===== config.mk =====
export PLATFORM = sky130hd
export DESIGN_NAME = checksum_frame_receiver_core
export DESIGN_NICKNAME = d
export VERILOG_FILES = /design/src/rtl/crx_pkg.sv /design/src/rtl/crx_deframer.sv /design/src/rtl/checksum_frame_receiver_core.sv
export SDC_FILE = /design/constraint.sdc
export NUM_CORES = 1
export LEC_CHECK = 0
export BUFFER_PORTS_ARGS = -buffer_cell sky130_fd_sc_hd__buf_4
export CAP_MARGIN = 40
export CORE_ASPECT_RATIO = 0.8
export CORE_MARGIN = 8
export CORE_UTILIZATION = 25
export CTS_CLUSTER_DIAMETER = 100
export DETAILED_ROUTE_END_ITERATION = 8
export GPL_TIMING_DRIVEN = 1
export PLACE_DENSITY = 0.41
export SLEW_MARGIN = 30
export SYNTH_ARGS = -nofsm -noshare
export SYNTH_HDL_FRONTEND = slang
export SYNTH_SLANG_ARGS = --single-unit

===== constraint.sdc =====
create_clock -name clock -period 11.09 [get_ports clock]
set_clock_uncertainty 0.1 [all_clocks]
set_input_delay 0.5545 -clock clock [delete_from_list [all_inputs] [get_ports clock]]
set_output_delay 0.5545 -clock clock [all_outputs]
set_load 0.01 [all_outputs]

===== src/rtl/crx_pkg.sv =====
package crx_pkg;

   // Header: ID byte plus two length bytes.
   localparam int unsigned HeaderBytes = 3;

   // Configuration register indexes.
   localparam logic CsrBufferSize = 1'b0;
   localparam logic CsrFrameId    = 1'b1;

   localparam logic [7:0] FrameIdReset = 8'h41;

   // Receiver lock state, one-hot.
   typedef enum logic [2:0] {
      LOCK_IDLE = 3'b001,
      LOCK_RECV = 3'b010,
      LOCK_HOLD = 3'b100
   } lock_state_type;

   // Encoding seen on the result channel.
   localparam logic [1:0] BufIdle = 2'd0;
   localparam logic [1:0] BufRecv = 2'd1;
   localparam logic [1:0] BufHold = 2'd2;

   typedef struct packed {
      logic        store_valid;
      logic [15:0] store_index;
      logic [7:0]  store_byte;
      logic        frame_done;
      logic        frame_failed;
      logic [15:0] frame_length;
      logic [1:0]  buffer_state;
   } crx_result_type;

   function automatic logic [1:0] lock_code(input lock_state_type st);
      logic [1:0] code;
      code = BufIdle;
      unique case (st)
         LOCK_IDLE: code = BufIdle;
         LOCK_RECV: code = BufRecv;
         LOCK_HOLD: code = BufHold;
         default:   code = BufIdle;
      endcase
      return code;
   endfunction

endpackage


===== src/rtl/crx_deframer.sv =====
module crx_deframer
   import crx_pkg::*;
(
   input  logic           clock,
   input  logic           reset,
   input  logic           step_en,
   input  logic           mode,
   input  logic [7:0]     rx_byte,
   input  logic [15:0]    buffer_size,
   input  logic [7:0]     frame_id,
   output crx_result_type result
);

   lock_state_type state_ff, state_in;
   logic [16:0]    pos_ff, pos_in;
   logic [7:0]     len_low_ff, len_low_in;
   logic [15:0]    plen_ff, plen_in;
   logic [7:0]     sum_ff, sum_in;

   logic [16:0]    frame_end;
   logic [15:0]    idx;
   logic           failed;

   assign frame_end = {1'b0, plen_ff} + 17'(HeaderBytes);
   assign idx       = 16'(pos_ff - 17'(HeaderBytes));

   always_comb begin
      state_in   = state_ff;
      pos_in     = pos_ff;
      len_low_in = len_low_ff;
      plen_in    = plen_ff;
      sum_in     = sum_ff;
      result     = '0;
      failed     = (sum_ff != rx_byte) || (plen_ff > buffer_size);

      if (mode) begin
         // release: drop any frame in flight
         state_in = LOCK_IDLE;
         pos_in   = '0;
         sum_in   = '0;
      end else begin
         unique case (state_ff)
            LOCK_IDLE: begin
               if (rx_byte == frame_id) begin
                  state_in   = LOCK_RECV;
                  pos_in     = 17'd1;
                  len_low_in = '0;
                  plen_in    = '0;
                  sum_in     = '0;
               end
            end
            LOCK_RECV: begin
               priority if (pos_ff == 17'd1) begin
                  len_low_in = rx_byte;
                  pos_in     = 17'd2;
               end else if (pos_ff == 17'd2) begin
                  plen_in = {rx_byte, len_low_ff};
                  pos_in  = 17'd3;
               end else if (pos_ff < frame_end) begin
                  if (idx < buffer_size) begin
                     result.store_valid = 1'b1;
                     result.store_index = idx;
                     result.store_byte  = rx_byte;
                  end
                  sum_in = sum_ff + rx_byte;
                  pos_in = pos_ff + 17'd1;
               end else begin
                  // checksum byte
                  result.frame_done   = 1'b1;
                  result.frame_failed = failed;
                  state_in = failed ? LOCK_IDLE : LOCK_HOLD;
                  pos_in   = '0;
                  sum_in   = '0;
               end
            end
            LOCK_HOLD: begin
            end
            default: begin
               state_in = LOCK_IDLE;
            end
         endcase
      end

      result.frame_length = plen_in;
      result.buffer_state = lock_code(state_in);
   end

   always_ff @(posedge clock) begin
      if (reset) begin
         state_ff   <= LOCK_IDLE;
         pos_ff     <= '0;
         len_low_ff <= '0;
         plen_ff    <= '0;
         sum_ff     <= '0;
      end else if (step_en) begin
         state_ff   <= state_in;
         pos_ff     <= pos_in;
         len_low_ff <= len_low_in;
         plen_ff    <= plen_in;
         sum_ff     <= sum_in;
      end
   end

`ifndef ASSERT_OFF
   a_hold_pos_clear: assert property (@(posedge clock) disable iff (reset)
      state_ff == LOCK_HOLD |-> pos_ff == '0)
      else $error("position not cleared while holding");

   a_recv_pos_nonzero: assert property (@(posedge clock) disable iff (reset)
      state_ff == LOCK_RECV |-> pos_ff != '0)
      else $error("receiving with zero position");

   a_store_in_range: assert property (@(posedge clock) disable iff (reset)
      step_en && result.store_valid |-> result.store_index < buffer_size)
      else $error("store beyond buffer");

   a_good_frame_holds: assert property (@(posedge clock) disable iff (reset)
      step_en && result.frame_done && !result.frame_failed |=> state_ff == LOCK_HOLD)
      else $error("good frame not held");
`endif

endmodule


===== src/rtl/checksum_frame_receiver_core.sv =====
// Checksum frame receiver. Takes one word per accepted req_ item: either a
// received byte (req_mode 0) or a buffer release (req_mode 1). Frames are an ID
// byte matching frame_id, a 16-bit length sent low byte first, the payload,
// and an 8-bit additive checksum of the payload. Each accepted word yields
// exactly one rsp_ word carrying a store strobe and index for payload bytes,
// a done/failed flag on the checksum byte, the announced length and the
// buffer state (0 idle, 1 receiving, 2 holding a good frame). Throughput is
// one word per clock while rsp_ready stays high. rsp_valid rises once the
// accepted req_ word has passed the input register and then the result
// register. While rsp_ready is low the result register holds, and req_ready
// drops once the input register is full as well. Write the CSRs only while
// no word is in flight.
module checksum_frame_receiver_core
   import crx_pkg::*;
(
   input  logic        clock,
   input  logic        reset,

   // byte / release input
   input  logic        req_valid,
   output logic        req_ready,
   input  logic        req_mode,
   input  logic [7:0]  req_rx_byte,

   // result output
   output logic        rsp_valid,
   input  logic        rsp_ready,
   output logic        rsp_store_valid,
   output logic [15:0] rsp_store_index,
   output logic [7:0]  rsp_store_byte,
   output logic        rsp_frame_done,
   output logic        rsp_frame_failed,
   output logic [15:0] rsp_frame_length,
   output logic [1:0]  rsp_buffer_state,

   // CSR write port: index 0 buffer_size, index 1 frame_id
   input  logic        csr_write,
   input  logic        csr_index,
   input  logic [15:0] csr_wdata
);

   // CSRs
   logic [15:0] buffer_size_ff;
   logic [7:0]  frame_id_ff;

   // input register
   logic        in_valid_ff, in_valid_in;
   logic        in_mode_ff;
   logic [7:0]  in_byte_ff;

   // result register
   logic           rsp_valid_ff, rsp_valid_in;
   crx_result_type result_ff, result_in;

   logic advance;   // result register free or being drained
   logic step;      // word moves from input to result register
   logic req_accept;

   assign advance    = !rsp_valid_ff || rsp_ready;
   assign step       = in_valid_ff && advance;
   assign req_ready  = !in_valid_ff || advance;
   assign req_accept = req_valid && req_ready;

   always_ff @(posedge clock) begin
      if (reset) begin
         buffer_size_ff <= '0;
         frame_id_ff    <= FrameIdReset;
      end else if (csr_write) begin
         unique case (csr_index)
            CsrBufferSize: buffer_size_ff <= csr_wdata;
            CsrFrameId:    frame_id_ff    <= csr_wdata[7:0];
            default:       ;
         endcase
      end
   end

   always_comb begin
      in_valid_in = in_valid_ff;
      if (req_accept) begin
         in_valid_in = 1'b1;
      end else if (step) begin
         in_valid_in = 1'b0;
      end
      rsp_valid_in = advance ? in_valid_ff : rsp_valid_ff;
   end

   always_ff @(posedge clock) begin
      if (reset) begin
         in_valid_ff  <= 1'b0;
         rsp_valid_ff <= 1'b0;
      end else begin
         in_valid_ff  <= in_valid_in;
         rsp_valid_ff <= rsp_valid_in;
      end
   end

   // payload registers, no reset
   always_ff @(posedge clock) begin
      if (req_accept) begin
         in_mode_ff <= req_mode;
         in_byte_ff <= req_rx_byte;
      end
      if (step) begin
         result_ff <= result_in;
      end
   end

   // frame state and per-word decode
   crx_deframer u_deframer (
      .clock       (clock),
      .reset       (reset),
      .step_en     (step),
      .mode        (in_mode_ff),
      .rx_byte     (in_byte_ff),
      .buffer_size (buffer_size_ff),
      .frame_id    (frame_id_ff),
      .result      (result_in)
   );

   assign rsp_valid        = rsp_valid_ff;
   assign rsp_store_valid  = result_ff.store_valid;
   assign rsp_store_index  = result_ff.store_index;
   assign rsp_store_byte   = result_ff.store_byte;
   assign rsp_frame_done   = result_ff.frame_done;
   assign rsp_frame_failed = result_ff.frame_failed;
   assign rsp_frame_length = result_ff.frame_length;
   assign rsp_buffer_state = result_ff.buffer_state;

`ifndef ASSERT_OFF
   a_step_fills_rsp: assert property (@(posedge clock) disable iff (reset)
      step |=> rsp_valid_ff)
      else $error("processed word lost");

   a_no_overwrite: assert property (@(posedge clock) disable iff (reset)
      rsp_valid_ff && !rsp_ready |-> !step)
      else $error("result overwritten while stalled");

   a_accept_fills_in: assert property (@(posedge clock) disable iff (reset)
      req_accept |=> in_valid_ff)
      else $error("accepted word not staged");
`endif

endmodule


## After elaboration in Yosys (flattened, before gate mapping)

Index checks and enable logic that the tools add are counted.

- Add/subtract/negate cells: 4
- Magnitude comparators: 3
- Equal/unequal tests: 14
- Multiplexer cells: 31
- Bitwise logic cells: 5
- Reduce and logical (&&, ||, !) cells: 19

Operator list:

| kind | number |
|---|---|
| 17-bit two-way mux | 5 |
| 16-bit two-way mux | 4 |
| 8-bit two-way mux | 6 |
| 17-bit case mux with 2 select lines | 1 |
| 16-bit case mux with 2 select lines | 1 |
| 8-bit case mux with 2 select lines | 2 |
| 25-bit two-way mux | 1 |
| 3-bit two-way mux | 6 |
| 16-bit by 2-bit adder with 17-bit output, second input constant | 1 |
| 17-bit by 1-bit adder with 17-bit output, second input constant | 1 |
| 17-bit by 1-bit == test with 1-bit output, second input constant | 1 |
| 17-bit by 2-bit == test with 1-bit output, second input constant | 1 |
| 17-bit < comparator | 1 |
| 16-bit greater-than comparator | 1 |
| 16-bit < comparator | 1 |
| 16-bit by 2-bit subtractor with 16-bit output, second input constant | 1 |
| 5-bit AND reduction | 2 |
| 5-bit OR reduction | 2 |
| 3-bit case mux with 3 select lines | 1 |
| 8-bit adder | 1 |
| 8-bit == test | 1 |
| 8-bit != test | 1 |
| 3-bit by 2-bit == test with 1-bit output, second input constant | 2 |
| 3-bit == test, second input constant | 2 |
| other kinds (17) | 30 |

- Bits in registers: 132
- Input bits: 31
- Output and inout port bits: 47
- Logic and storage cells: 94

## Logic depth before layout (Yosys ltp)

- Depth in word-level cells: 10
- Mapped depth: 16
- Mapped depth without buffers: 15

## Modules after synthesis

Synthesis repeated with hierarchy kept, for this count alone.

- Cell total of the unflattened synthesis: 792
- Area, all modules: 7682.4 um^2

By module, submodules not included:

| module | times used | cells an instance | area an instance (um^2) | seq. area each (um^2) |
|---|---|---|---|---|
| crx_deframer | 1 | 628 | 4874.7 | 1041.0 |
| checksum_frame_receiver_core | 1 | 164 | 2807.7 | 2142.1 |

## Least setup slack after synthesis

No wires, ideal clock.

- Kind: reg-to-reg
- Start: reg u_deframer.pos_ff[4]
- End: reg result_ff, in the netlist rsp_store_index[10], data pin
- Setup time: 0.257 ns
- Arrival: 3.537 ns
- Data required time: 10.733 ns
- Setup slack: 7.196 ns
- Stages on the path, launching flop included: 15
- Path buffers: 2
- Period minus slack after synthesis: 3.894 ns
- Path through: dfxtp_1 clkbuf_1 or3_1 or3b_2 or3_1 nor2_1 nand2_1 xnor2_1 ha_1 nand4_1 or4_1 a21oi_1 or3_1 buf_2 nor2b_1

- Cells in the longest elaborated chain, start to end: 4
- Elaborated cells on any way between the ends: 8
- Classes of those cells: add/sub: 1; order compare: 2; eq/ne: 2; bitwise: 2; reduce/logical: 1

Ends and longest elaborated chain:

| item | RTL line | RTL |
|---|---|---|
| start: declaration | crx_deframer.sv:15 | `logic [16:0] pos_ff, pos_in;` |
| start signal: assignment | crx_deframer.sv:97 | `pos_ff <= pos_in;` |
| 16-bit by 2-bit subtractor with 16-bit output | crx_deframer.sv:25 | `assign idx = 16'(pos_ff - 17'(HeaderBytes));` |
| via u_deframer.idx[15] | crx_deframer.sv:21 | `logic [15:0] idx;` |
| 16-bit < comparator | crx_deframer.sv:60 | `if (idx < buffer_size) begin` |
| 1-bit inverter (no source line) | - |  |
| 6-bit OR reduction (no source line) | - |  |
| end signal: assignment | checksum_frame_receiver_core.sv:104 | `result_ff <= result_in;` |
| end: declaration | checksum_frame_receiver_core.sv:53 | `crx_result_type result_ff, result_in;` |

The timed path passes the listed nets, and every way through them passes these cells.
A chain may end at the register's enable or synchronous reset.

## Worst setup path in the final report

- Start: reg u_deframer.plen_ff[0]
- End: reg u_deframer.pos_ff[6]

- Cells in the longest elaborated chain, start to end: 7

Ends and longest elaborated chain:

| item | RTL line | RTL |
|---|---|---|
| start: declaration | crx_deframer.sv:17 | `logic [15:0] plen_ff, plen_in;` |
| start signal: assignment | crx_deframer.sv:99 | `plen_ff <= plen_in;` |
| 16-bit by 2-bit adder with 17-bit output | crx_deframer.sv:24 | `assign frame_end = {1'b0, plen_ff} + 17'(HeaderBytes);` |
| 17-bit < comparator | crx_deframer.sv:59 | `end else if (pos_ff < frame_end) begin` |
| 17-bit two-way mux | crx_deframer.sv:59 |  |
| 17-bit two-way mux | crx_deframer.sv:56 | `end else if (pos_ff == 17'd2) begin` |
| 17-bit two-way mux | crx_deframer.sv:53 | `priority if (pos_ff == 17'd1) begin` |
| 17-bit case mux with 2 select lines | crx_deframer.sv:42 | `unique case (state_ff)` |
| 17-bit two-way mux | crx_deframer.sv:36 | `if (mode) begin` |

Every way passes these cells.

==> flow_metrics.tcl <==
set metrics [dict create \
    grt_usage 0.133 \
    layout_min_cycle_time_ps 4450 \
    critical_path_class "reg2reg" \
    synth_async_sr_flop_share 0 \
    cap_violations 0 \
    cts_buffers 17 \
    routed-via-count 5721 \
    ioPinCount 78 \
    min_path_type "in2reg" \
    wirelength_um 22500 \
    yosysSeqAreaShare 0.445 \
    cts_setup_buffers 0 \
    cts_tree "done" \
    initial_core_util 0.253 \
    dieArea_um2 34300 \
    synthMuxAreaShare 0 \
    diodes 0 \
    multiInputGateArea_um2 3690 \
    fill_cells 2965 \
    cp-start-kind "register" \
    yosysWarnings 0 \
    worst_path_max_delay_cell "or4_1" \
    cts.repair.resized 0 \
    drcViolationCount 0 \
    tns_ps 0 \
    grt_pass1_vias 5729 \
    cts.path.max_buffers 2 \
    setup_viol 0 \
    grt_overflow 0 \
    synthSimpleGateAreaFrac 0.199 \
    path_clk_slew_ps 60 \
    gp_congestion 0.798 \
    synth-main-ff-cell "dfxtp_1" \
    synth_top_family_by_area "simple AND/OR/NAND/NOR gates" \
    insertion_delay_ps 440 \
    ir_drop_uv 98.3 \
    layout_worst_path_cycle_share 0.401 \
    synth_nets 856 \
    cts_root_buf "clkbuf_16" \
    seq_area_um2 3180 \
    final_cell_count_no_fill 1217 \
    critPathMaxStageDelay_ps 560 \
    worstPathRequired_ps 11350 \
    synthXorXnorAreaFrac 0.0539 \
    nNetsFinal 924 \
    total_power_mw 1.23 \
    p_leak_nw 3.42 \
    grt_max_degree 66 \
    yosys.area.top_type "edfxtp_1" \
    ys_ff_latch 132 \
    port_buffers 77 \
    grt_pass1_wl_um 34900 \
    synthCells 766 \
    final_common_cell "nand2_1" \
    fp.dieW_um 205 \
    wire_per_inst_um 18.5 \
    ant_nets 0 \
    core_area_um2 28200 \
    crit_chain "inv_1 -> ha_1 -> nor3b_1 -> nand2_1 -> nor2_1 -> nand3_1 -> xor2_1 -> ha_1 -> nand2_1 -> nor2_1 -> a221oi_1 -> o2111ai_2 -> buf_4 -> nand2b_1 -> or4_1 -> a21oi_1" \
    drt_pass1_iterations 5 \
    crit_arrival_ps 4710 \
    rows 55 \
    drt-initial-drc-count 470 \
    rsz0062_at_grt "no" \
    slew_headroom 0.420 \
    die_height_um 167 \
    htreeDepth 4 \
    worstPathMaxFanout 19 \
    synthAdderAreaFrac 0.104 \
    antenna_found_initial 0 \
    finalHoldViolCount 0 \
    drive_above_1_share 0.148 \
    synth_area_um2 7150 \
    status "finished, final reports clean" \
    holdBufCountCts 0 \
    clock-sinks 132 \
    synth_cell_types 57 \
    synth.area.top_cells "edfxtp_1 23%, dfxtp_1 22%, ha_1 10%" \
    endpoint_kind "register" \
    p_per_area_nw_per_um2 140 \
    layout_common_cells "99 x nand2_1, 81 x buf_4, 78 x dfxtp_1" \
    slew_viol_final 0 \
    area.growth.synth_to_final_pct 22.8 \
    syn_area_per_cell_um2 9.33 \
    dp.cells 1185 \
    worst_pin_slew_ps 865 \
    viasPerCell 4.70 \
    synth_top_cell_area_share 0.227 \
    dp_hpwl_um 16600 \
    synth_edf_count 54 \
    synth_compound_area_frac 0.158 \
    fmax_ghz 0.225 \
]
==> worst paths after layout <==
path	from	endpoint	slack, ps	cells after the start
max	u_deframer.plen_ff[0]	u_deframer.pos_ff[6]	6640	16
min reg2reg	buffer_size_ff[6]	buffer_size_ff[6]	350	2
min	req_mode	in_mode_ff	190	1
max reg2reg	u_deframer.plen_ff[0]	u_deframer.pos_ff[6]	6640	16
==> sequential cells by signal, summed over array words and instances (netlist names), 2 cells and up <==
signal,count
in_byte_ff,8
u_deframer.plen_ff,16
u_deframer.sum_ff,8
buffer_size_ff,16
u_deframer.len_low_ff,8
rsp_frame_length,16
u_deframer.pos_ff,17
rsp_store_index,16
frame_id_ff,8
rsp_buffer_state,2
rsp_store_byte,8
u_deframer.state_ff,3
==> stage by stage <==
| step | instance area, µm² | worst slack [ps] | hold WS [ps] | util |
|---|---|---|---|---|
| floorplan | 7150 | 7200 | 336 | - |
| global placement | 8090 | 6550 | 344 | 0.287 |
| detailed placement | 8130 | 6720 | 348 | 0.288 |
| CTS | 8780 | 6690 | 167 | 0.311 |
| global route | 8780 | 6200 | 169 | 0.311 |
| finish | 8780 | 6640 | 188 | 0.311 |
==> cell type report <==
class,instances,share of cell area
Tap cell,370,0.0527
Multi-Input combinational cell,561,0.420
Clock inverter,15,0.0261
Sequential cell,132,0.363
Timing Repair Buffer,84,0.0735
Clock buffer,17,0.0485
Inverter,38,0.0162
==> report_power, final <==
part,internal (mW),total [mW],switching (mW)
logic,0.0280,0.0707,0.0427
registers,0.517,0.528,0.0106
clock network,0.401,0.633,0.231
==> critical path, delay by kind of cell, from the launching register on <==
family                   cells  cell delay [ps]
AND/OR/NAND/NOR              8             2100
AO/OA/AOI/OAI                3              690
adder cells (fa/ha/maj)      2              550
flip-flops                   1              400
buffers and inverters        2              350
XOR/XNOR                     1              160
==> metal layers <==
metal / vias up / GRT usage / wire length, µm
li1: 2887 / - / -
met1: 2707 / 0.197 / 12000
met2: 112 / 0.187 / 9330
met3: 15 / 0.0330 / 941
met4: 0 / 0.0335 / 211
met5: - / 0 / 0
==> synth_stat cells (2+ instances only) <==
| library cell | instances |
|---|---|
| nand2_1 | 99 |
| dfxtp_1 | 78 |
| a21oi_1 | 66 |
| ha_1 | 58 |
| edfxtp_1 | 54 |
| nor2_1 | 52 |
| inv_1 | 38 |
| a22o_1 | 32 |
| o21ai_0 | 27 |
| clkbuf_1 | 26 |
| nand3_1 | 26 |
| xor2_1 | 25 |
| nor2b_1 | 20 |
| xnor2_1 | 19 |
| nor3_1 | 18 |
| a22oi_1 | 11 |
| and3_1 | 10 |
| nand3b_1 | 9 |
| nand4_1 | 9 |
| a21o_1 | 7 |
| and2_1 | 7 |
| or3_1 | 7 |
| nand2b_1 | 6 |
| nor4_1 | 5 |
| or4_1 | 5 |
| buf_1 | 4 |
| buf_2 | 4 |
| o211ai_1 | 4 |
| a211oi_1 | 3 |
| a21boi_0 | 3 |
| a221oi_1 | 3 |
| a2111oi_0 | 2 |
| nor3b_1 | 2 |
| nor4_4 | 2 |
| o21a_1 | 2 |
| o21ai_1 | 2 |
==> logic make-up after synthesis <==
| kind of cell | after synthesis |
|---|---|
| AND/OR/NAND/NOR | 285 |
| AO/OA/AOI/OAI | 173 |
| flip-flops | 132 |
| buffers and inverters | 73 |
| adder cells (fa/ha/maj) | 59 |
| XOR/XNOR | 44 |
(Power assumes the default switching activity.)
